### config.mk
export PLATFORM = sky130hd
export DESIGN_NAME = stream_substring_replace_unit
export DESIGN_NICKNAME = d
export VERILOG_FILES = /design/src/ssr_pkg.sv /design/src/stream_substring_replace_unit.sv /design/src/ssr_csr.sv /design/src/ssr_ctrl.sv /design/src/ssr_datapath.sv
export SDC_FILE = /design/constraint.sdc
export NUM_CORES = 1
export LEC_CHECK = 0
export ABC_AREA = 1
export BUFFER_PORTS_ARGS = -buffer_cell sky130_fd_sc_hd__buf_4
export CORE_AREA = 2 2 138 140
export CTS_CLUSTER_SIZE = 14
export DETAILED_ROUTE_END_ITERATION = 7
export DIE_AREA = 0 0 140 142
export GPL_ROUTABILITY_DRIVEN = 0
export PLACE_DENSITY = 0.85
export SYNTH_ARGS = -nofsm -noshare
export SYNTH_HDL_FRONTEND = slang
export SYNTH_SLANG_ARGS = --single-unit
### constraint.sdc
create_clock -name clock -period 5.8 [get_ports clock]
set_clock_uncertainty 0.15 [all_clocks]
set_input_delay 1.16 -clock clock [delete_from_list [all_inputs] [get_ports clock]]
set_output_delay 1.16 -clock clock [all_outputs]
set_load 0.01 [all_outputs]
### src/ssr_pkg.sv
`default_nettype none

package ssr_pkg;

   localparam int unsigned MaxPatternDefault = 8;
   localparam int unsigned ByteW             = 8;
   localparam int unsigned LenW              = 4;
   localparam int unsigned CfgDataW          = 64;
   localparam int unsigned CsrAddrW          = 5;
   localparam int unsigned ReplMax           = 8;
   localparam int unsigned ReplIdxW          = $clog2(ReplMax);

   typedef enum logic [1:0] {
      REG_MATCH_PATTERN      = 2'd0,
      REG_PATTERN_LENGTH     = 2'd1,
      REG_REPLACEMENT_TEXT   = 2'd2,
      REG_REPLACEMENT_LENGTH = 2'd3
   } ssr_reg_type;

   typedef struct packed {
      logic [ByteW-1:0] in_byte;
      logic             final_byte;
   } ssr_req_type;

   typedef struct packed {
      logic [ByteW-1:0] out_byte;
      logic             byte_valid;
      logic             run_last;
      logic             string_end;
   } ssr_rsp_type;

   typedef enum logic [1:0] {
      ST_IDLE = 2'd0,
      ST_EVAL = 2'd1,
      ST_REPL = 2'd2
   } ssr_state_type;

   // controller -> datapath
   typedef struct packed {
      logic load;          // take the input byte into the window
      logic drop;          // emit front byte, shift window
      logic repl_emit;     // emit next replacement byte
      logic clear_window;  // window empties after a match
      logic finish;        // close the transfer run of this item
   } ssr_cmd_type;

   // datapath -> controller
   typedef struct packed {
      logic cnt_zero;
      logic full_match;
      logic partial;
      logic fin;
      logic can_emit;
      logic can_finish;
      logic repl_last;
      logic rlen_zero;
   } ssr_status_type;

endpackage

`default_nettype wire

### src/stream_substring_replace_unit.sv
// Flow: an item is accepted, then evaluated; each byte emitted from the window, each match
//   and each replacement byte takes its own sequencer step, and output stalls hold the
//   sequencer; a new byte waits for the run to close. The single result port sets the pace.
// Output path: the last transfer of an item enters the output register as its evaluate
//   step closes the run; earlier transfers wait in a hold stage for the next emission.
// Reset: synchronous, active high; clears config registers, state, window count, hold and output valid.
`default_nettype none

module stream_substring_replace_unit import ssr_pkg::*; #(
   parameter int unsigned MAX_PATTERN = MaxPatternDefault
) (
   input  wire logic                clock,
   input  wire logic                reset,
   // input stream, one source byte per transfer
   input  wire logic                req_valid,
   output logic                     req_ready,
   input  wire ssr_req_type         req_data,
   // output stream, one rewritten byte (or the empty end marker) per transfer
   output logic                     rsp_valid,
   input  wire logic                rsp_ready,
   output ssr_rsp_type              rsp_data,
   // register port, 64-bit data, registers at byte address 8*i
   input  wire logic                csr_psel,
   input  wire logic                csr_penable,
   input  wire logic                csr_pwrite,
   input  wire logic [CsrAddrW-1:0] csr_paddr,
   input  wire logic [CfgDataW-1:0] csr_pwdata,
   output logic      [CfgDataW-1:0] csr_prdata,
   output logic                     csr_pready
);

   logic [CfgDataW-1:0] match_pattern;
   logic [LenW-1:0]     pattern_length;
   logic [CfgDataW-1:0] replacement_text;
   logic [LenW-1:0]     replacement_length;
   ssr_cmd_type         cmd;
   ssr_status_type      status;

   // configuration registers; the user must write them only while the block is idle (not enforced here)
   ssr_csr u_csr (
      .clock              (clock),
      .reset              (reset),
      .csr_psel           (csr_psel),
      .csr_penable        (csr_penable),
      .csr_pwrite         (csr_pwrite),
      .csr_paddr          (csr_paddr),
      .csr_pwdata         (csr_pwdata),
      .csr_prdata         (csr_prdata),
      .csr_pready         (csr_pready),
      .match_pattern      (match_pattern),
      .pattern_length     (pattern_length),
      .replacement_text   (replacement_text),
      .replacement_length (replacement_length)
   );

   // sequencer: accept, then evaluate / drop / replace one step per cycle while the output does not stall
   ssr_ctrl u_ctrl (
      .clock     (clock),
      .reset     (reset),
      .req_valid (req_valid),
      .req_ready (req_ready),
      .status    (status),
      .cmd       (cmd)
   );

   // waiting-byte window, prefix compare, hold stage and output register
   ssr_datapath #(
      .MAX_PATTERN (MAX_PATTERN)
   ) u_datapath (
      .clock              (clock),
      .reset              (reset),
      .req_data           (req_data),
      .match_pattern      (match_pattern),
      .pattern_length     (pattern_length),
      .replacement_text   (replacement_text),
      .replacement_length (replacement_length),
      .cmd                (cmd),
      .status             (status),
      .rsp_ready          (rsp_ready),
      .rsp_valid          (rsp_valid),
      .rsp_data           (rsp_data)
   );

endmodule

`default_nettype wire

### src/ssr_csr.sv
`default_nettype none

module ssr_csr import ssr_pkg::*; (
   input  wire logic                clock,
   input  wire logic                reset,
   input  wire logic                csr_psel,
   input  wire logic                csr_penable,
   input  wire logic                csr_pwrite,
   input  wire logic [CsrAddrW-1:0] csr_paddr,
   input  wire logic [CfgDataW-1:0] csr_pwdata,
   output logic      [CfgDataW-1:0] csr_prdata,
   output logic                     csr_pready,
   output logic      [CfgDataW-1:0] match_pattern,
   output logic      [LenW-1:0]     pattern_length,
   output logic      [CfgDataW-1:0] replacement_text,
   output logic      [LenW-1:0]     replacement_length
);

   logic [CfgDataW-1:0] pattern_ff, pattern_in;
   logic [LenW-1:0]     plen_ff, plen_in;
   logic [CfgDataW-1:0] repl_ff, repl_in;
   logic [LenW-1:0]     rlen_ff, rlen_in;
   logic                wr_en;
   ssr_reg_type         reg_sel;

   assign csr_pready = 1'b1;
   assign wr_en      = csr_psel && csr_penable && csr_pwrite;
   assign reg_sel    = ssr_reg_type'(csr_paddr[CsrAddrW-1:CsrAddrW-2]);

   always_comb begin
      pattern_in = pattern_ff;
      plen_in    = plen_ff;
      repl_in    = repl_ff;
      rlen_in    = rlen_ff;
      if (wr_en) begin
         case (reg_sel)
            REG_MATCH_PATTERN:      pattern_in = csr_pwdata;
            REG_PATTERN_LENGTH:     plen_in    = csr_pwdata[LenW-1:0];
            REG_REPLACEMENT_TEXT:   repl_in    = csr_pwdata;
            REG_REPLACEMENT_LENGTH: rlen_in    = csr_pwdata[LenW-1:0];
            default: ;
         endcase
      end
   end

   always_comb begin
      case (reg_sel)
         REG_MATCH_PATTERN:      csr_prdata = pattern_ff;
         REG_PATTERN_LENGTH:     csr_prdata = CfgDataW'(plen_ff);
         REG_REPLACEMENT_TEXT:   csr_prdata = repl_ff;
         REG_REPLACEMENT_LENGTH: csr_prdata = CfgDataW'(rlen_ff);
         default:                csr_prdata = '0;
      endcase
   end

   always_ff @(posedge clock) begin
      if (reset) begin
         pattern_ff <= '0;
         plen_ff    <= '0;
         repl_ff    <= '0;
         rlen_ff    <= '0;
      end else begin
         pattern_ff <= pattern_in;
         plen_ff    <= plen_in;
         repl_ff    <= repl_in;
         rlen_ff    <= rlen_in;
      end
   end

   assign match_pattern      = pattern_ff;
   assign pattern_length     = plen_ff;
   assign replacement_text   = repl_ff;
   assign replacement_length = rlen_ff;

endmodule

`default_nettype wire

### src/ssr_ctrl.sv
`default_nettype none

module ssr_ctrl import ssr_pkg::*; (
   input  wire logic           clock,
   input  wire logic           reset,
   input  wire logic           req_valid,
   output logic                req_ready,
   input  wire ssr_status_type status,
   output ssr_cmd_type         cmd
);

   ssr_state_type state_ff, state_in;

   // next state
   always_comb begin
      state_in = state_ff;
      case (state_ff)
         ST_IDLE: begin
            if (req_valid) state_in = ST_EVAL;
         end
         ST_EVAL: begin
            if (!status.cnt_zero && status.full_match) begin
               if (!status.rlen_zero) state_in = ST_REPL;
            end else if (!status.cnt_zero && (!status.partial || status.fin)) begin
               state_in = ST_EVAL;
            end else if (status.can_finish) begin
               state_in = ST_IDLE;
            end
         end
         ST_REPL: begin
            if (status.can_emit && status.repl_last) state_in = ST_EVAL;
         end
         default: state_in = ST_IDLE;
      endcase
   end

   // outputs
   always_comb begin
      cmd       = '0;
      req_ready = 1'b0;
      case (state_ff)
         ST_IDLE: begin
            req_ready = 1'b1;
            cmd.load  = req_valid;
         end
         ST_EVAL: begin
            if (!status.cnt_zero && status.full_match) begin
               cmd.clear_window = status.rlen_zero;
            end else if (!status.cnt_zero && (!status.partial || status.fin)) begin
               // mismatch, or flush at end of string
               cmd.drop = status.can_emit;
            end else begin
               cmd.finish = status.can_finish;
            end
         end
         ST_REPL: begin
            if (status.can_emit) begin
               cmd.repl_emit    = 1'b1;
               cmd.clear_window = status.repl_last;
            end
         end
         default: ;
      endcase
   end

   always_ff @(posedge clock) begin
      if (reset) begin
         state_ff <= ST_IDLE;
      end else begin
         state_ff <= state_in;
      end
   end

endmodule

`default_nettype wire

### src/ssr_datapath.sv
`default_nettype none

module ssr_datapath import ssr_pkg::*; #(
   parameter int unsigned MAX_PATTERN = MaxPatternDefault
) (
   input  wire logic                clock,
   input  wire logic                reset,
   input  wire ssr_req_type         req_data,
   input  wire logic [CfgDataW-1:0] match_pattern,
   input  wire logic [LenW-1:0]     pattern_length,
   input  wire logic [CfgDataW-1:0] replacement_text,
   input  wire logic [LenW-1:0]     replacement_length,
   input  wire ssr_cmd_type         cmd,
   output ssr_status_type           status,
   input  wire logic                rsp_ready,
   output logic                     rsp_valid,
   output ssr_rsp_type              rsp_data
);

   localparam int unsigned CNT_W = $clog2(MAX_PATTERN + 1);

   logic [ByteW-1:0]    win_ff [MAX_PATTERN];
   logic [ByteW-1:0]    win_in [MAX_PATTERN];
   logic [CNT_W-1:0]    cnt_ff, cnt_in;
   logic                fin_ff, fin_in;
   logic [ReplIdxW-1:0] idx_ff, idx_in;
   ssr_rsp_type         hold_ff, hold_in;
   logic                hold_valid_ff, hold_valid_in;
   ssr_rsp_type         rsp_ff, rsp_in;
   logic                rsp_valid_ff, rsp_valid_in;

   logic [CNT_W-1:0]    plen_eff;
   logic [LenW-1:0]     rlen_eff;
   logic                prefix_ok;
   logic                win_full;
   logic                slot_free;
   logic                emit;
   logic [ByteW-1:0]    emit_byte;
   logic                push;

   assign plen_eff  = (pattern_length > LenW'(MAX_PATTERN)) ? CNT_W'(MAX_PATTERN)
                                                            : pattern_length[CNT_W-1:0];
   assign rlen_eff  = (replacement_length > LenW'(ReplMax)) ? LenW'(ReplMax)
                                                             : replacement_length;
   assign win_full  = (cnt_ff == CNT_W'(MAX_PATTERN));
   assign slot_free = !rsp_valid_ff || rsp_ready;

   // every waiting byte agrees with the pattern at its place
   always_comb begin
      prefix_ok = 1'b1;
      for (int i = 0; i < MAX_PATTERN; i++) begin
         if (CNT_W'(i) < cnt_ff && win_ff[i] != match_pattern[i*ByteW +: ByteW])
            prefix_ok = 1'b0;
      end
   end

   // window, count and replacement index
   always_comb begin
      win_in    = win_ff;
      cnt_in    = cnt_ff;
      fin_in    = fin_ff;
      idx_in    = idx_ff;
      emit      = 1'b0;
      emit_byte = win_ff[0];
      if (cmd.load) begin
         fin_in = req_data.final_byte;
         idx_in = '0;
         if (win_full) begin
            emit = 1'b1;
            for (int i = 0; i < MAX_PATTERN - 1; i++) win_in[i] = win_ff[i+1];
            win_in[MAX_PATTERN-1] = req_data.in_byte;
         end else begin
            for (int i = 0; i < MAX_PATTERN; i++) begin
               if (cnt_ff == CNT_W'(i)) win_in[i] = req_data.in_byte;
            end
            cnt_in = cnt_ff + CNT_W'(1);
         end
      end
      if (cmd.drop) begin
         emit = 1'b1;
         for (int i = 0; i < MAX_PATTERN - 1; i++) win_in[i] = win_ff[i+1];
         cnt_in = cnt_ff - CNT_W'(1);
      end
      if (cmd.repl_emit) begin
         emit      = 1'b1;
         emit_byte = replacement_text[idx_ff*ByteW +: ByteW];
         idx_in    = idx_ff + ReplIdxW'(1);
      end
      if (cmd.clear_window) cnt_in = '0;
   end

   // one-deep hold keeps the newest result until we know whether it ends the run
   always_comb begin
      hold_in       = hold_ff;
      hold_valid_in = hold_valid_ff;
      rsp_in        = rsp_ff;
      push          = 1'b0;
      if (emit) begin
         if (hold_valid_ff) begin
            rsp_in = hold_ff;
            push   = 1'b1;
         end
         hold_in.out_byte   = emit_byte;
         hold_in.byte_valid = 1'b1;
         hold_in.run_last   = 1'b0;
         hold_in.string_end = 1'b0;
         hold_valid_in      = 1'b1;
      end
      if (cmd.finish) begin
         if (hold_valid_ff) begin
            rsp_in            = hold_ff;
            rsp_in.run_last   = 1'b1;
            rsp_in.string_end = fin_ff;
            push              = 1'b1;
            hold_valid_in     = 1'b0;
         end else if (fin_ff) begin
            rsp_in.out_byte   = '0;
            rsp_in.byte_valid = 1'b0;
            rsp_in.run_last   = 1'b1;
            rsp_in.string_end = 1'b1;
            push              = 1'b1;
         end
      end
      rsp_valid_in = push || (rsp_valid_ff && !rsp_ready);
   end

   always_ff @(posedge clock) begin
      if (reset) begin
         cnt_ff        <= '0;
         hold_valid_ff <= 1'b0;
         rsp_valid_ff  <= 1'b0;
      end else begin
         cnt_ff        <= cnt_in;
         hold_valid_ff <= hold_valid_in;
         rsp_valid_ff  <= rsp_valid_in;
      end
   end

   always_ff @(posedge clock) begin
      win_ff  <= win_in;
      fin_ff  <= fin_in;
      idx_ff  <= idx_in;
      hold_ff <= hold_in;
      rsp_ff  <= rsp_in;
   end

   assign status.cnt_zero   = (cnt_ff == '0);
   assign status.full_match = (cnt_ff != '0) && (cnt_ff == plen_eff) && prefix_ok;
   assign status.partial    = (cnt_ff < plen_eff) && prefix_ok;
   assign status.fin        = fin_ff;
   assign status.can_emit   = !hold_valid_ff || slot_free;
   assign status.can_finish = slot_free || (!hold_valid_ff && !fin_ff);
   assign status.repl_last  = ((LenW'(idx_ff) + LenW'(1)) == rlen_eff);
   assign status.rlen_zero  = (rlen_eff == '0);

   assign rsp_valid = rsp_valid_ff;
   assign rsp_data  = rsp_ff;

   a_cnt_bound: assert property (@(posedge clock) disable iff (reset)
      cnt_ff <= CNT_W'(MAX_PATTERN))
      else $error("window count beyond depth");

   a_load_fills: assert property (@(posedge clock) disable iff (reset)
      cmd.load |=> cnt_ff != '0)
      else $error("window empty after load");

   a_no_overwrite: assert property (@(posedge clock) disable iff (reset)
      push && rsp_valid_ff |-> rsp_ready)
      else $error("output register overwritten while stalled");

   a_end_marker: assert property (@(posedge clock) disable iff (reset)
      cmd.finish && !hold_valid_ff && fin_ff |=>
         rsp_valid_ff && rsp_ff.string_end && !rsp_ff.byte_valid)
      else $error("missing empty end marker");

endmodule

`default_nettype wire

* After elaboration in Yosys (flattened, before gate mapping) *
Index checks and enable logic that the tools add are counted.
W data, S select, Z words.

cells by class
  shift-type cells = 1
  eq/ne operators = 28
  $add $sub $neg = 4
  $lt $le $gt $ge = 11
  reduce and logical (&&, ||, !) cells = 59
  multiplexer cells = 64

operators with widths
  operator              number
  $pmux W64 S4          1
  $mux W64              2
  $mux W8               9
  $ne A8 B8 Y1          8
  $shiftx A64 B7 Y8     1
  $mux W56              1
  $mux W11              5
  $mux W1               30
  $reduce_and A2 Y1     13
  $reduce_bool A3 Y1    7
  $mux W4               5
  $logic_and A1 B1 Y1   18
  $eq A4 B3 Y1 const B  4
  $lt A3 B4 Y1 const A  4
  $mux W2               7
  $eq A4 B2 Y1 const B  2
  $eq A4 B4 Y1          2
  $gt A4 B4 Y1 const B  2
  $logic_not A4 Y1      2
  $lt A1 B4 Y1 const A  2
  $lt A2 B4 Y1 const A  2
  $eq A2 B2 Y1 const B  3
  $logic_not A1 Y1      6
  $mux W3               2
  other kinds (20)      29

word-level totals
  bits of input ports = 85
  logic and storage cells = 190
  register bits after elaboration = 231
  output and inout bits = 78

* Depth between registers and ports, before layout *
Gate-level depths: netlist (run 1).

  word-level depth = 24
  depth in mapped cells = 18
  depth with buffers taken out = 18

* By module *
A second synthesis (run 1) with hierarchy kept.

unflattened totals
  cell total of the unflattened synthesis = 1,817
  area, all modules = 12,911.1 um^2

by module, submodules not included
  module        area an instance (um^2)  sequential area each (um^2)  cells each  times used
  ssr_csr       6,332.3                  2,722.6                      913         1
  ssr_datapath  6,266.0                  2,622.5                      854         1
  ssr_ctrl      312.8                    40.0                         50          1

* Least setup slack after synthesis (run 1) *
No wires, ideal clock.

  kind = in2out
  start point = input port csr_paddr[4]
  end point = output port csr_prdata[10]
  slack = 2,443 ps
  data required time = 4,490 ps
  cell stages on the path = 6
  data arrival time = 2,047 ps
  path buffers = 2
  path through = inv_1 -> nor2_4 -> inv_1 -> clkbuf_1 -> clkbuf_1 -> o22ai_1

on the way
  cells in the longest elaborated chain, start to end = 2
  elaborated cells on any way between the ends = 5

RTL lines
  what                                        RTL line                             text
  start: declaration                          stream_substring_replace_unit.sv:26  input wire logic [CsrAddrW-1:0] csr_paddr,
  $eq A2 B2 Y1, or another cell as far along  ssr_csr.sv:47                        case (reg_sel)
  $pmux W64 S4 (*)                            ssr_csr.sv:47
  end: declaration                            stream_substring_replace_unit.sv:28  output logic [CfgDataW-1:0] csr_prdata,

Mark *: on every way between the ends. The rest lies on a longest branch, timed or not.

* Final worst setup path (run 1) *
  start point = input port csr_paddr[4]
  end point = output port csr_prdata[29]

The elaborated chain is that of the path after synthesis.

==> results of run 1 <==
-- cell families (layout without fill, tap and decap cells) --
| family | count (synthesis) | in the layout |
|---|---|---|
| simple gates | 502 | 502 |
| compound gates | 438 | 438 |
| buf+inv | 256 | 396 |
| flops | 231 | 231 |
| xor+xnor | 34 | 34 |
| fa+ha+maj | 13 | 13 |
| other cells | 1 | 1 |
-- final cells by class --
cell class | instances | area, um2
clock buffer | 38 | 715.7
clock inverter | 5 | 22.52
fill | 1411 | 5155
inverter | 178 | 668.1
multi-input combinational | 988 | 4890
sequential | 231 | 5385
tap | 234 | 292.8
timing repair buffer | 175 | 1326
-- worst reg2reg max path: stages, from the launching register on --
cell and delay (ns):
dfxtp_1 0.33, inv_1 0.16, nand2_1 0.17, ha_1 0.35
a21oi_1 0.17, nor2_1 0.05, a2111oi_0 0.28, nand3_1 0.14
nand2_2 0.15, nor2_8 0.08, a21oi_4 0.11, buf_4 0.47
o21ai_0 0.62
-- state kept, by name, summed over array words and instances (netlist names), 2 cells and up --
register                  cells
u_datapath.cnt_ff             4
u_ctrl.state_ff               2
u_datapath.win_ff            64
u_csr.match_pattern          64
u_datapath.rsp_data          11
u_datapath.idx_ff             3
u_csr.replacement_length      4
u_csr.pattern_length          4
u_datapath.hold_ff            8
u_csr.replacement_text       64
-- cells in the mapped netlist (2+ instances only) --
cell type / number / area share [%]
nand3_2: 8 / 0.71
o21ai_1: 5 / 0.22
o22ai_1: 26 / 1.4
edfxtp_1: 76 / 20
buf_1: 5 / 0.17
nand2_2: 6 / 0.33
nor2_4: 2 / 0.20
o2111ai_1: 2 / 0.16
nand4_1: 10 / 0.55
nand3_1: 55 / 2.4
nor2_2: 2 / 0.11
buf_6: 3 / 0.30
ha_1: 13 / 1.4
xor2_1: 2 / 0.16
nor2_1: 161 / 5.4
xnor2_1: 32 / 2.5
inv_2: 8 / 0.27
dfxtp_1: 155 / 28
inv_1: 170 / 5.7
a31oi_1: 2 / 0.11
a21oi_1: 118 / 5.2
nand2_1: 253 / 8.4
o21ai_0: 260 / 12
buf_2: 11 / 0.49
a22o_1: 17 / 1.3
clkbuf_1: 58 / 1.9
o211ai_1: 3 / 0.20
-- cell usage in the layout, fill, tap and decap left out, drive strengths merged --
| master | count |
|---|---|
| or2 | 1 |
| a2111oi | 1 |
| conb | 1 |
| ha | 13 |
| nor3 | 1 |
| o31ai | 1 |
| xnor2 | 32 |
| a21oi | 119 |
| xor2 | 2 |
| nand2 | 260 |
| clkbuf | 38 |
| nand4 | 10 |
| edfxtp | 76 |
| a22o | 17 |
| a31oi | 2 |
| inv | 178 |
| o2111ai | 2 |
| nor2 | 166 |
| nand3 | 63 |
| o41ai | 1 |
| o21bai | 1 |
| buf | 175 |
| dfxtp | 155 |
| o211ai | 3 |
| nor4 | 1 |
| o21ai | 265 |
| o22ai | 26 |
| clkinv | 5 |
-- power by group through the flow --
stage	clock network, mW	registers (mW)	logic (mW)
CTS	1.47	2.29	1.80
finish	1.48	2.30	1.85
detailed placement	0	2.32	1.79
global placement	0	2.31	1.72
global route	1.54	2.32	2.03
floorplan	0	2.26	1.29
-- layer usage --
metal  up-vias  track usage, %  wire, um
met3       140           5.013      3662
met2       704           58.26     16490
met5         -               0         0
met1      5127           43.43     12900
li1       5123               -         -
met4         0           21.48      2523
-- worst max-delay path by stage --
| stage | from | endpoint | slack [ns] | cells past startpoint |
|---|---|---|---|---|
| after global routing | csr_paddr[4] | csr_prdata[29] | 1.43 | 7 |
| final | csr_paddr[4] | csr_prdata[29] | 1.47 | 7 |
| after global placement | csr_paddr[4] | csr_prdata[29] | 1.59 | 7 |
| after CTS | csr_paddr[4] | csr_prdata[29] | 1.58 | 7 |
| after detailed placement | csr_paddr[4] | csr_prdata[29] | 1.61 | 7 |
| after floorplan | csr_paddr[4] | csr_prdata[10] | 2.44 | 6 |
==> run summary, run 1 <==
### Detailed routing
- 35,570 um — Routed Wire Length
- 1,420 — Detailed Route Iter0 Violations
- 11,090 — detailed-route via count
- 0 — antenna-violating nets left
- 8 — number of remaining DRC errors
- 8 — number of optimization iterations in the first detailed-route pass
- 6.000 — post-DR vias/cell
- 19.24 um — detail-routed net length per standard cell

### Place
- 158 — number of I/O port buffers
- 1,806 — number of placed instances, taps included
- 12,560 um2 — standard cell area after detailed placement
- 1.607 ns — Post-Place Worst Slack
- 25,160 um — dpl hpwl

### Floorplanning
- 18,460 um2 — area of the placeable core
- 50 — placement row count
- 19,880 um2 — die area
- 163 — top-level port count
- 142 um — Die Ht
- 140 um — Die X-Extent
- 61.08% — Initial Util

### Power and ir drop
- 5.710 nW — P_leak
- 37.32% — fraction of power spent switching nets
- 5.624 mW — Power, Total
- 32.9% — combinational cell fraction of total power
- 422.8 nW/um2 — areal power density over the cells
- 2.099 mW — Sw Pwr
- 0.2725 mV — maximum ir drop on the vdd rail
- 3.525 mW — cell-internal power
- 40.9% — sequential share of power
- 26.2% — Clock Power Share

### Clocking
- 0.06 ns — CTS clk-pin slew, worst paths
- 3 — buffers from clock root to sink, at most
- 0.52 ns — clock latency of the later-clocked register in the worst-skew pair
- 24 — number of buffers created by CTS
- 1 — H-tree Lvls
- 0 — total setup buffers inserted after CTS
- clkbuf_16 — clock root buffer
- 231 — Sinks on Clock Net
- done — clock tree from TritonCTS
- 0 — Gates resized, CTS repair
- 0 — number of hold buffers added after cts

### Worst hold path
- flop to flop — hold crit path type
- u_datapath.hold_ff[9] — worst hold path startpoint
- u_datapath.rsp_data[9] — Hold EP
- 2 — number of cells on the worst hold path

### Synth
- compound AO/OA/AOI/OAI gates — largest family of logic cells by synthesized area
- 20.67% — complex-gate fraction of the synthesized area
- 231 — Synth Register Bits
- 0 — warnings from Yosys
- 0% — mux contribution to synthesized area
- 11,270 um2 — total standard cell area after synthesis
- 76 — number of flops mapped to enable cells by yosys
- 7.643 um2 — Post-Syn Area per Cell
- 1,573 — Synth Net Count
- 47.77% — proportion of synthesized chip area in sequential cells
- dfxtp_1 — predominant post-synthesis flop cell
- 18.57% — synthesized-area fraction occupied by and/or/nand/nor cells
- 1,475 — Post-Syn Instances
- 1.443% — Post-Synth Adder-Cell Area
- 2.642% — share of the synthesized netlist area taken by xor and xnor gates
- 0% — proportion of register bits with asynchronous set or reset after synthesis
- 39 — number of distinct standard cells referenced by the synthesized netlist

### STA
- 4.331 ns — Period minus WS final
- 1.469 ns — setup slack after layout
- no — unrepaired setup endpoints after global routing
- 1.236 ns — Tightest Pin Transition
- 17.62% — Slew HR
- 0.3132 ns — post-route worst hold slack
- 0 ns — setup TNS after final layout
- 0 — Setup Viol. Count Final
- 0 — number of failing hold endpoints at the final stage
- 0 — Slew Viols, Final
- 230.9 MHz — maximum clock frequency
- 74.66% — period utilization

### Final layout
- 1,849 — final standard cell count with taps included and fillers excluded
- 13,300 um2 — fin area
- 17.98% — layout overhead on the synthesized area
- 0 — Antenna Cells
- 1,696 — number of nets in the final layout
- 14.86% — ratio of cells with drive above 1 in the final layout
- 72.07% — final core utilization

### Setup path
- input port — sort of element at the start of the critical path
- o21ai_0 — slowest library cell on the worst path
- 3.02 ns — data arrival time of the critical path
- 5 — CP Buf/Inv Count
- input port to output port — worst setup path category
- u_datapath.win_ff[47] — RR Endpoint
- buffers and inverters — gate family responsible for the most delay along the worst path
- 4.49 ns — data required time of the worst path
- 2.15 ns — R2R Setup Slk
- 33 — crit path max fanout
- output port — critical path capture point type
- buf_4 — cell with the most instances on the worst path
- buf_4, nor2_2, buf_4, inv_1, buf_4, o21ai_0, buf_4 — cell-by-cell trace of the critical path
- 12 — cell depth of the worst flop-to-flop path
- u_csr.pattern_length[3] — R2R Path Start
- 0.39 ns — Max stage delay on crit path

### Global routing
- 34.97% — Tot GR Track Use
- 0 — gr ovfl total
- 10,260 — vias in the first global route
- 0 — number of antenna violations at the first check in global routing
- 54,420 um — first-pass GRT wire length
- 73 — largest net degree at the start of global routing

### Job
- 0 — Max Cap Violations

### Run status
- design-rule violations — failing checks
- finished, violations left — outcome

(Power assumes the default switching activity.)
==> inputs of run 2 (changes only) <==
- CORE_AREA: 2 2 138 140 -> 2 2 151 153
- DIE_AREA: 0 0 140 142 -> 0 0 153 155
- PLACE_DENSITY: 0.85 -> 0.75
- clock period: 5.8 -> 3.65 ns (I/O delays scaled with it)
==> run 2 against run 1 <==
  * The run now ends clean
  * Global-route usage down 5.8 points
  * Hold slack worse by 0.089 ns
  * First-iteration DRC count is 31% lower
  * Register-to-register slack got worse by 1.6 ns
  * Cell count is 3.2% higher
  * Combinational power rose by 60%
  * Sequential power up 60%
  * Sequential share of layout area fell by 0.57 points
  * Critical endpoint is now u_datapath.win_ff[49]
  * Largest power group unchanged
  * Highest routed layer unchanged
==> run summary, run 2 (synthesized netlist as in run 1, its figures left out) <==
### Global routing
- 54,410 um — first-pass GRT wire length
- 29.18% — Tot GR Track Use
- 9,948 — vias in the first global route
- 0 — number of antenna violations at the first check in global routing
- 0 — gr ovfl total
- 141 — largest net degree at the start of global routing

### STA
- 0.8263 ns — Tightest Pin Transition
- 0 — number of failing hold endpoints at the final stage
- 0 — Setup Viol. Count Final
- 0 ns — setup TNS after final layout
- 85.57% — period utilization
- 0 — Slew Viols, Final
- no — unrepaired setup endpoints after global routing
- 3.123 ns — Period minus WS final
- 320.2 MHz — maximum clock frequency
- 0.2241 ns — post-route worst hold slack
- 44.40% — Slew HR

### Floorplanning
- 155 um — Die Ht
- 22,230 um2 — area of the placeable core
- 55 — placement row count
- 163 — top-level port count
- 153 um — Die X-Extent
- 23,720 um2 — die area
- 50.72% — Initial Util

### Detailed routing
- 35,440 um — Routed Wire Length
- 974 — Detailed Route Iter0 Violations
- 0 — number of remaining DRC errors
- 18.57 um — detail-routed net length per standard cell
- 6 — number of optimization iterations in the first detailed-route pass
- 10,750 — detailed-route via count
- 0 — antenna-violating nets left
- 5.634 — post-DR vias/cell

### Final layout
- 19.66% — layout overhead on the synthesized area
- 1,974 — count of fill cells added during filler insertion
- o21ai_0 — most common library cell in the layout ignoring fill and taps
- 0 — Antenna Cells
- 260 x o21ai_0, 253 x nand2_1, 178 x buf_4 — most used cells in the layout excluding fill and tap cells
- 15.53% — ratio of cells with drive above 1 in the final layout
- 13,490 um2 — fin area
- 1,703 — number of nets in the final layout

### Power and ir drop
- 27.4% — Clock Power Share
- 32.4% — combinational cell fraction of total power
- 3.386 mW — Sw Pwr
- 5.783 nW — P_leak
- 5.738 mW — cell-internal power
- 37.11% — fraction of power spent switching nets
- 0.3845 mV — maximum ir drop on the vdd rail
- 676.5 nW/um2 — areal power density over the cells
- 9.125 mW — Power, Total
- 40.2% — sequential share of power

### Setup path
- u_csr.pattern_length[3] — R2R Path Start
- 11 — cell depth of the worst flop-to-flop path
- 1 — CP Buf/Inv Count
- u_datapath.win_ff[49] — RR Endpoint
- a21oi_4 — slowest library cell on the worst path
- inv_1, nand2_1, ha_1, a21oi_1, nor2_1, a2111oi_0, nand3_1, nand2_2, nor2_8, a21oi_4, nand2_1 — cell-by-cell trace of the critical path
- 24 — crit path max fanout
- nand2_1 — cell with the most instances on the worst path
- flop to flop — worst setup path category
- flop — critical path capture point type
- 0.53 ns — R2R Setup Slk
- 3.18 ns — data arrival time of the critical path
- flop — sort of element at the start of the critical path
- 3.70 ns — data required time of the worst path
- 0.47 ns — Max stage delay on crit path
- compound AO/OA/AOI/OAI gates — gate family responsible for the most delay along the worst path

### Place
- 158 — number of I/O port buffers
- 25,300 um — dpl hpwl
- 12,700 um2 — standard cell area after detailed placement

### Clocking
- 0.06 ns — CTS clk-pin slew, worst paths
- 25 — number of buffers created by CTS
- 0 — number of hold buffers added after cts
- 0.55 ns — clock latency of the later-clocked register in the worst-skew pair
- clkbuf_16 — clock root buffer
- 3 — buffers from clock root to sink, at most
- 231 — Sinks on Clock Net
- done — clock tree from TritonCTS
- 1 — H-tree Lvls
- 0 — Gates resized, CTS repair
- 0 — total setup buffers inserted after CTS

### Worst hold path
- u_datapath.win_ff[4] — Hold EP
- req_data[5] — worst hold path startpoint
- 1 — number of cells on the worst hold path
- input port to flop — hold crit path type

### Run status
- finished clean — outcome

### Job
- 0 — Max Cap Violations

run 2: cell types whose count changed in the layout (fill, tap and decap cells not counted):
cell / previous run / this run
bufinv_16: 0 / 2
clkinv_2: 3 / 7
clkinv_4: 0 / 1
clkbuf_1: 10 / 8
inv_16: 0 / 1
clkbuf_8: 2 / 1
buf_4: 174 / 178
clkinv_1: 2 / 0
clkbuf_16: 26 / 25
buf_12: 1 / 3
run 2: area by class of cell:
cell class	instances	area [um2]	share of cell area, %
clock inverters	11	123.9	0.9183
clock buffers	34	669.4	4.962
flip-flops and latches	231	5385	39.92
repair buffers	181	1396	10.35
inverters	178	668.1	4.953
multi-input cells	988	4890	36.25
well taps	285	356.6	2.644
run 2: worst max path at each step:
| stage | slack [ns] | startpoint | cells after the start | end |
|---|---|---|---|---|
| after floorplan | 0.99 | u_csr.pattern_length[3] | 12 | u_datapath.win_ff[24] |
| after global placement | 0.66 | u_csr.pattern_length[3] | 11 | u_datapath.win_ff[49] |
| after detailed placement | 0.57 | u_csr.pattern_length[3] | 12 | u_datapath.win_ff[8] |
| after CTS | 0.56 | u_csr.pattern_length[3] | 11 | u_datapath.win_ff[49] |
| after global routing | 0.27 | u_csr.pattern_length[3] | 12 | u_datapath.win_ff[47] |
| final | 0.53 | u_csr.pattern_length[3] | 11 | u_datapath.win_ff[49] |
run 2: stage by stage:
stage               setup slack [ns]  cells  util [%]
detailed placement            0.5708   1863     57.12
floorplan                     0.9859   1475         -
global placement              0.6565   1863     57.12
finish                        0.5266   1908     60.69
CTS                           0.5563   1908     60.69
global route                  0.2658   1908     60.69
run 2: power by group through the flow:
stage	Sequential (mW)	Clock, mW	Combinational [mW]
final	3.67	2.50	2.96
after detailed placement	3.71	0	2.89
after global placement	3.69	0	2.81
after CTS	3.66	2.51	2.90
after floorplan	3.59	0	2.05
after global routing	3.71	2.62	3.29
run 2: per-layer routing:
layer | wire length, um | vias to the layer above | part of all wire (%) | GRT usage [%]
li1 | - | 5147 | - | -
met1 | 14000 | 4922 | 39 | 38.21
met2 | 15980 | 578 | 45 | 46.04
met3 | 3126 | 102 | 8.8 | 4.206
met4 | 2331 | 0 | 6.6 | 17.86
met5 | 0 | - | 0 | 0
==> inputs of run 3 (changes only) <==
- CELL_PAD_IN_SITES_DETAIL_PLACEMENT: not set -> 2
- CELL_PAD_IN_SITES_GLOBAL_PLACEMENT: not set -> 2
- CORE_AREA: 2 2 151 153 -> 2 2 197 199
- DIE_AREA: 0 0 153 155 -> 0 0 199 201
- PLACE_DENSITY: 0.75 -> not set
- PLACE_DENSITY_LB_ADDON: not set -> 0.1
==> run 3 against run 2 <==
  * Clock power grew 10%
  * Total power is 5.9% higher
  * Global-route usage fell by 5.3 points
  * Cell count rose by 13%
  * Non-clock buffer count up 7
  * Die area grew 69%
  * Largest power group unchanged
  * Critical path depth is 2 higher
  * Sequential cell count is the same
==> run summary, run 3 (synthesized netlist as in run 1, its figures left out) <==
### Final layout
- 1,713 — number of nets in the final layout
- o21ai_0 — most common library cell in the layout ignoring fill and taps
- 15.94% — ratio of cells with drive above 1 in the final layout
- 0 — Antenna Cells
- 23.74% — layout overhead on the synthesized area
- 260 x o21ai_0, 253 x nand2_1, 184 x buf_4 — most used cells in the layout excluding fill and tap cells

### Run status
- finished clean — outcome

### Job
- 0 — Max Cap Violations

### Power and ir drop
- 28.5% — Clock Power Share
- 38.1% — sequential share of power
- 0.3458 mV — maximum ir drop on the vdd rail
- 3.710 mW — Sw Pwr
- 33.4% — combinational cell fraction of total power
- 5.958 mW — cell-internal power
- 38.37% — fraction of power spent switching nets
- 693.0 nW/um2 — areal power density over the cells
- 5.858 nW — P_leak

### Detailed routing
- 22.17 um — detail-routed net length per standard cell
- 429 — Detailed Route Iter0 Violations
- 4 — number of optimization iterations in the first detailed-route pass
- 0 — antenna-violating nets left
- 10,770 — detailed-route via count
- 47,780 um — Routed Wire Length
- 0 — number of remaining DRC errors
- 4.997 — post-DR vias/cell

### Clocking
- 0.06 ns — CTS clk-pin slew, worst paths
- 231 — Sinks on Clock Net
- 3 — buffers from clock root to sink, at most
- 0 — Gates resized, CTS repair
- 1 — H-tree Lvls
- clkbuf_16 — clock root buffer
- 0 — number of hold buffers added after cts
- 28 — number of buffers created by CTS
- 0 — total setup buffers inserted after CTS
- done — clock tree from TritonCTS
- 0.56 ns — clock latency of the later-clocked register in the worst-skew pair

### Floorplanning
- 72 — placement row count
- 38,110 um2 — area of the placeable core
- 29.58% — Initial Util
- 199 um — Die X-Extent
- 201 um — Die Ht
- 40,000 um2 — die area
- 163 — top-level port count

### STA
- 87.48% — period utilization
- 0 — Setup Viol. Count Final
- 0.4571 ns — setup slack after layout
- 0 ns — setup TNS after final layout
- 3.193 ns — Period minus WS final
- 0.9930 ns — Tightest Pin Transition
- 33.19% — Slew HR
- 0 — Slew Viols, Final
- no — unrepaired setup endpoints after global routing
- 313.2 MHz — maximum clock frequency
- 0 — number of failing hold endpoints at the final stage
- 0.2167 ns — post-route worst hold slack

### Place
- 0.4138 ns — Post-Place Worst Slack
- 35,350 um — dpl hpwl
- 158 — number of I/O port buffers

### Setup path
- 20 — crit path max fanout
- flop to flop — worst setup path category
- flop — sort of element at the start of the critical path
- 13 — cell depth of the worst flop-to-flop path
- 3.33 ns — data arrival time of the critical path
- flop — critical path capture point type
- 3.79 ns — data required time of the worst path

### Global routing
- 0 — gr ovfl total
- 126 — largest net degree at the start of global routing
- 23.84% — Tot GR Track Use
- 11,780 — vias in the first global route
- 1 — number of antenna violations at the first check in global routing
- 71,590 um — first-pass GRT wire length

### Worst hold path
- input port to flop — hold crit path type
- 1 — number of cells on the worst hold path

-- run 3: changes by cell type in the layout (fill, tap and decap cells not counted), sizes merged --
cell      previous run  this run
buf                181       188
inv                179       177
clkinvlp             0         1
clkinv               8         9
clkbuf              34        41
-- run 3: layout make-up --
class / instances / area [um2]
inverter: 178 / 669.4
multi-input combinational: 988 / 4892
timing repair buffer: 188 / 1461
clock inverter: 11 / 113.9
clock buffer: 41 / 779.5
tap: 518 / 648.1
sequential: 231 / 5385
fill: 4392 / 24160
-- run 3: layer usage --
metal	global-route usage, %	vias to the layer above	share of wire, %
met5	0	-	0
met2	41.80	198	49
met1	30.14	5355	44
li1	-	5158	-
met3	2.419	58	3.1
met4	8.715	0	3.9
-- run 3: power groups by stage --
stage	clock network, mW	logic, mW	registers [mW]
final	2.76	3.23	3.68
after global routing	2.92	3.64	3.73
after CTS	2.83	3.26	3.68
after detailed placement	0	3.24	3.73
after global placement	0	3.12	3.71
after floorplan	0	2.05	3.59
-- run 3: final timing paths --
check / startpoint / end / slack, ns
max: u_csr.pattern_length[3] / u_datapath.win_ff[24] / 0.46
min: req_data[1] / u_datapath.win_ff[0] / 0.22
max reg2reg: u_csr.pattern_length[3] / u_datapath.win_ff[24] / 0.46
min reg2reg: u_datapath.hold_ff[9] / u_datapath.rsp_data[9] / 0.29
-- run 3: metrics by stage --
stage | std cells | cell area [um2] | utilization [%] | total power [mW]
after floorplan | 1475 | 11270 | - | 5.642
after global placement | 2103 | 13060 | 34.26 | 6.831
after detailed placement | 2103 | 13060 | 34.26 | 6.974
after CTS | 2155 | 13950 | 36.61 | 9.774
after global routing | 2155 | 13950 | 36.61 | 10.29
final | 2155 | 13950 | 36.61 | 9.668
-- run 3: worst max-delay path, cell delays in order (launching register included) --
cell       delay, ns
dfxtp_1         0.33
inv_1           0.20
nand2_1         0.10
ha_1            0.33
a21oi_1         0.15
nor2_1          0.06
a2111oi_0       0.34
nand3_1         0.15
nand2_2         0.16
nor2_8          0.07
a21oi_4         0.24
buf_4           0.26
buf_4           0.27
o21ai_0         0.12
